File: config.mk
export PLATFORM = sky130hd
export DESIGN_NAME = pcvp_fifo
export DESIGN_NICKNAME = d
export VERILOG_FILES = /design/src/rtl/pcvp_pkg.sv /design/src/rtl/pcvp_fifo.sv
export SDC_FILE = /design/constraint.sdc
export NUM_CORES = 1
export LEC_CHECK = 0
export ABC_AREA = 1
export BUFFER_PORTS_ARGS = -buffer_cell sky130_fd_sc_hd__buf_2
export CORE_MARGIN = 4
export CORE_UTILIZATION = 45
export DETAILED_ROUTE_END_ITERATION = 8
export HOLD_SLACK_MARGIN = 0.05
export SETUP_SLACK_MARGIN = 0.2
export SYNTH_ARGS = -nofsm -noshare
export SYNTH_HDL_FRONTEND = slang
export SYNTH_SLANG_ARGS = --single-unit
export TNS_END_PERCENT = 30
File: constraint.sdc
create_clock -name clk -period 27.9 [get_ports clk]
set_input_delay 2.79 -clock clk [delete_from_list [all_inputs] [get_ports clk]]
set_output_delay 2.79 -clock clk [all_outputs]
set_load 0.005 [all_outputs]
File: src/rtl/pcvp_pkg.sv
`timescale 1ns / 1ps
// Shared types and constants of the point-cloud view projection block.
// No dependencies; every other file of the block imports this package.
package pcvp_pkg;

  localparam int COEF_W      = 16;   // one packed matrix coefficient or offset
  localparam int CFG_W       = 64;   // widest configuration register
  localparam int CFG_IDX_W   = 3;
  localparam int PIX_W       = 16;
  localparam int Q_SH        = 16;   // perspective divisor is c scaled by 2^16
  localparam int DIV_STAGES  = PIX_W; // one quotient bit per stage
  localparam int DIV_REM_W   = 48;   // remainder stays below c * 2^16 < 2^47
  localparam int SQRT_STAGES = 32;   // one root bit per stage
  localparam int FIFO_DEPTH  = 4;
  localparam int FIFO_AW     = 2;
  localparam int FIFO_CW     = 3;

  localparam logic MODE_BIRD  = 1'b0;
  localparam logic MODE_PERSP = 1'b1;

  typedef enum logic [CFG_IDX_W-1:0] {
    CFG_MODE   = 3'd0,
    CFG_SEL    = 3'd1,
    CFG_ROW_A  = 3'd2,
    CFG_ROW_B  = 3'd3,
    CFG_ROW_C  = 3'd4,
    CFG_SCALE  = 3'd5,
    CFG_WIDTH  = 3'd6,
    CFG_HEIGHT = 3'd7
  } cfg_idx_t;

  typedef enum logic [2:0] {
    VSEL_X     = 3'd0,
    VSEL_Y     = 3'd1,
    VSEL_Z     = 3'd2,
    VSEL_DIST  = 3'd3,
    VSEL_INTEN = 3'd4
  } vsel_t;

  // Front to back: view coordinates and the value side data of one point.
  typedef struct packed {
    logic signed [31:0] a;
    logic signed [31:0] b;
    logic signed [31:0] c;
    logic [63:0]        dsq;
    logic signed [31:0] vdir;
    logic               is_dist;
  } view_item_t;

  // Side data that rides along the divider stages.
  typedef struct packed {
    logic               valid;
    logic               keep;
    logic [PIX_W-1:0]   u_bird;
    logic [PIX_W-1:0]   v_bird;
    logic signed [31:0] depth;
    logic signed [31:0] vdir;
    logic               is_dist;
  } side_t;

  // Finished projection waiting for the distance root.
  typedef struct packed {
    logic               valid;
    logic [PIX_W-1:0]   u;
    logic [PIX_W-1:0]   v;
    logic signed [31:0] depth;
    logic signed [31:0] vdir;
    logic               is_dist;
  } fin_t;

endpackage

File: src/rtl/pcvp_fifo.sv
`timescale 1ns / 1ps
// Short flop-based queue between front and back of the projection block.
// Depends on pcvp_pkg (view_item_t, depth constants).
module pcvp_fifo (
  input  logic                 clk,
  input  logic                 rst_n,
  input  logic                 push_i,
  input  pcvp_pkg::view_item_t push_item_i,
  output logic                 full_o,
  input  logic                 pop_i,
  output pcvp_pkg::view_item_t pop_item_o,
  output logic                 empty_o
);
  import pcvp_pkg::*;

  view_item_t         mem_r [FIFO_DEPTH];
  logic [FIFO_AW-1:0] wr_ptr_r, wr_ptr_nxt;
  logic [FIFO_AW-1:0] rd_ptr_r, rd_ptr_nxt;
  logic [FIFO_CW-1:0] count_r, count_nxt;
  logic               do_push, do_pop;

  assign full_o     = (count_r == FIFO_CW'(FIFO_DEPTH));
  assign empty_o    = (count_r == '0);
  assign do_push    = push_i && !full_o;
  assign do_pop     = pop_i && !empty_o;
  assign pop_item_o = mem_r[rd_ptr_r];

  always_comb begin
    wr_ptr_nxt = do_push ? wr_ptr_r + 1'b1 : wr_ptr_r;
    rd_ptr_nxt = do_pop ? rd_ptr_r + 1'b1 : rd_ptr_r;
    count_nxt  = count_r;
    if (do_push && !do_pop) begin
      count_nxt = count_r + 1'b1;
    end else if (do_pop && !do_push) begin
      count_nxt = count_r - 1'b1;
    end
  end

  always_ff @(posedge clk) begin
    if (!rst_n) begin
      wr_ptr_r <= '0;
      rd_ptr_r <= '0;
      count_r  <= '0;
    end else begin
      wr_ptr_r <= wr_ptr_nxt;
      rd_ptr_r <= rd_ptr_nxt;
      count_r  <= count_nxt;
    end
  end

  always_ff @(posedge clk) begin
    if (do_push) begin
      mem_r[wr_ptr_r] <= push_item_i;
    end
  end

endmodule

== Word level (Yosys, flattened, before mapping) ==
Memories as Yosys holds them, arrays and structs flattened. A register that Yosys moved wholly into a read port is not among the register bits.
Index checks and enable logic that the tools add are counted.

* Latch bits: 0
* RAM bits: 772
* Bits in read-only memories: 0
* Register bits: 7
* Memories kept: 1

{| class="wikitable"
|+ Memories
! name !! depth !! bits a word !! read ports !! clocked after memory_dff !! write ports !! line !! RTL
|-
| mem_r || 4 || 193 || 1 || 1 || 1 || pcvp_fifo.sv:16 || <nowiki>view_item_t mem_r [FIFO_DEPTH];</nowiki>
|}

* Bitwise gates (word level): 0
* Multiply operators: 0
* Magnitude comparators: 0
* Div/mod/pow operators: 0
* Add/subtract/negate cells: 4
* Shift operators: 0
* Equality and inequality tests: 1
* Reductions and logical operators: 10
* Mux-type cells: 6

{| class="wikitable"
|+ Operators with widths
! operator !! count
|-
| $mux 3 || 2
|-
| $add 2x1->2 const B || 2
|-
| $logic_and 1x1->1 || 4
|-
| $logic_not 1->1 || 4
|-
| $mux 2 || 2
|-
| $add 3x1->3 const B || 1
|-
| $eq 3x3->1 const B || 1
|-
| $logic_not 3->1 || 1
|-
| $sub 3x1->3 const B || 1
|-
| $mux 1 || 2
|-
| $reduce_bool 2->1 || 1
|}

== Depth between registers and ports, before layout ==
* Depth in word-level cells: 7
* Gate-level depth with buffers: 13

== Worst setup path after synthesis ==
OpenSTA, ideal clock, no wires.

* Path kind: input-to-reg
* Start: input push_i
* End: memory mem_r[0][0] (netlist name), enable pin
* Slack: 16.248 ns
* Arrival: 10.903 ns
* Required time: 27.151 ns
* Library setup time: 0.749 ns
* Stages on the path: 2
* Path through: nand2_1 -> nor2_1

* Longest elaborated chain between the ends: 3

{| class="wikitable"
|+ RTL lines
! what !! line !! RTL
|-
| start: declaration || pcvp_fifo.sv:7 || <nowiki>input logic push_i,</nowiki>
|-
| $logic_and 1x1->1 || pcvp_fifo.sv:24 || <nowiki>assign do_push = push_i && !full_o;</nowiki>
|-
| $mux 1 || pcvp_fifo.sv:52 || <nowiki>if (do_push) begin</nowiki>
|-
| $mux 1 (not written as such) || pcvp_fifo.sv:53 || <nowiki>mem_r[wr_ptr_r] <= push_item_i;</nowiki>
|-
| end: declaration || pcvp_fifo.sv:16 ||
|}

No other way between the ends.

==> run metrics <==
initial DRC count 1,338; Post-Synth Simple-Gate Area 0.0545; Yosys top cell area share 0.797; # port buffers 391; largest net degree at the start of global routing 182; Overall Power 0.00314 W; Post-synth ARST share 0; Power Density 92.3 nW/µm²; Slew Viols, Final 0; Longest Clk Path Bufs 3; register area share after synthesis 0.803; Worst-Margin Slew 1.13 ns; critical path data required time 25.11 ns; most used cell, CP buf_4; drt via density 5.39; Peak Freq 151 MHz; GRT Total Usage 0.191; dpl ws 21.93 ns; Syn Nets 2,139; slowest CP cell buf_4; Setup Skew 0.0138 ns; post-route ant nets 0; CTS tree built; RePlAce Congestion 0.752; share of layout cells above drive strength 1 0.222; VDD IR max 0.0609 mV; top cells by area, synth edfxtp_1 (80%), o21ai_0 (6.1%), nor2_1 (5.2%), o22ai_1 (4.2%), buf_6 (1.1%); cell area after synthesis 29,100 µm²; CTS Sinks 781; period utilization 0.237; detailed placer's ending HPWL 37,600 µm; Commonest cells post-synth edfxtp_1 (772), nor2_1 (400), o21ai_0 (353), o22ai_1 (193), clkbuf_1 (63); width of the chip 262 µm; Crit Path Class flip-flop to output port; xor and xnor fraction of the mapped netlist area 0.000301; worst hold path class flip-flop to flip-flop; Synth Register Bits 781; library cells used by synthesis 21; Synth Instances 1,936; Area Overhead vs Synth 17.0%; main combinational cell family by area after synthesis compound AO/OA/AOI/OAI gates; count leader, synth edfxtp_1; Compound-Gate Fraction of Synth Area 0.109; CTS resizes 0; Initial Util 0.458; post-route cell area 34,000 µm²; Clk Latency, worst-skew pair 0.61 ns; io pins 392; multiplexer area fraction after synthesis 0; Post-synth EDFFs 772; Hold Fails Final Rpt 0; Die Span Y 262 µm; CP max stage delay 0.81 ns; PnR worst setup slack 21.28 ns; Syn. warnings 0; DRT Pass-1 Iters 5; Setup TNS 0 ns; Synth Area in Adders 0.00284; max_cap viols 0; crit start category flip-flop; WHS 0.506 ns; post-CTS setup repair buffer count 0; final WL 68,300 µm; Root Driver clkbuf_16; first-pass GRT wire length 103,000 µm; CTS H-tree depth 3; GRT overflow 0; Crit Path Max Fanout 90; area leader, netlist edfxtp_1; CP delay by family, top buffers and inverters; core box area 63,500 µm²; number of global-route vias before repair 17,058; final setup fails 0; Pleak 11.8 nW; Period minus WS final 6.62 ns; syn avg cell area 15.0 µm²; nets@finish 2,505; DR WL/cell 21.2 µm; placed instance area 31,500 µm²; Hold-fix buffers, CTS 0; ys flop type edfxtp_1; Die ar. 68,800 µm²; max_slew headroom 0.247; initial antenna violation count 17; drt drc 0; RSZ-0062 raised after global routing false; Setup crit end kind output port; WP data arrival 3.83 ns; CTS clk-pin slew, worst paths 0.06 ns; status finished clean; row count 92; WP buf/inv 3; CP Cell Sequence buf_4 -> buf_4 -> o21ai_0 -> o22ai_1 -> buf_2; via count of the routed design 17,353; Num CTS Buffers 81
==> layout by cell type (no fill, tap or decap), drive strengths merged <==
cell and instances:
diode 10, nand2 15, o21ai 387, nand3b 1
edfxtp 772, a21oi 3, ha 5, bufinv 4
dfxtp 9, xor2 1, fa 1, nor2 400
o22ai 193, clkbuf 107, inv 21, clkinv 29
nand3 4, buf 410
==> tightest hold or removal path: cells and delay by family (launching register included) <==
family / cells / cell delay [ns]
compound gates: 1 / 0.07
flops: 1 / 0.33
simple gates: 1 / 0.07
==> where the power goes <==
| group | leakage [nW] | internal, W | switching (W) |
|---|---|---|---|
| clock | 1.22 | 0.000584 | 0.000425 |
| combinational | 3.40 | 0.000217 | 0.000448 |
| sequential | 7.15 | 0.00143 | 0.0000380 |
| total | 11.8 | 0.00223 | 0.000911 |
==> area by class of cell <==
class                   count  area, µm²
multi-input cells        1010       4870
repair buffers            410       2140
diodes                     10       25.0
flip-flops and latches    781      23400
inverters                  18       87.6
clock buffers             107       2170
clock inverters            36        313
fillers                  5283      29500
well taps                 846       1060
==> per-stage QoR <==
step,util,instances
final,0.535,3218
after global routing,0.535,3215
after CTS,0.535,3208
after detailed placement,0.496,3065
after global placement,0.496,3065
after floorplan,-,1936
==> final timing paths <==
kind	start	endpoint	slack, ns	depth (start not counted)
setup / recovery	flip-flop	pop_item_o[107]	21.28	5
hold / removal	rd_ptr_r[1]$_SDFFE_PN0P_	flip-flop	0.51	2
setup reg to reg	count_r[0]$_SDFFE_PN0P_	mem_r[0][21]$_DFFE_PP_	24.75	6
hold reg to reg	rd_ptr_r[1]$_SDFFE_PN0P_	flip-flop	0.51	2
==> registers in the layout (all words and copies together) (netlist names), named ones only <==
| register | flops |
|---|---|
| wr_ptr_r | 2 |
| rd_ptr_r | 2 |
| count_r | 3 |
| mem_r | 772 |
==> logic make-up (layout without fill, tap and decap cells) <==
logic type                 count (synthesis)  after routing
AOI/OAI and AO/OA                        583            583
xor gates and xnor gates                   1              1
adders and majority gates                  6              6
buffers and inverters                    145            571
DFF                                      781            781
other                                      0             10
and+or+nand+nor                          420            420
==> metal layers <==
metal / vias up / wire, µm / GRT usage
met4: 12 / 1430 / 0.0558
met5: - / 77 / 0
li1: 8085 / - / -
met2: 425 / 35000 / 0.327
met3: 100 / 3820 / 0.0455
met1: 8731 / 28000 / 0.244
(Power assumes the default switching activity.)
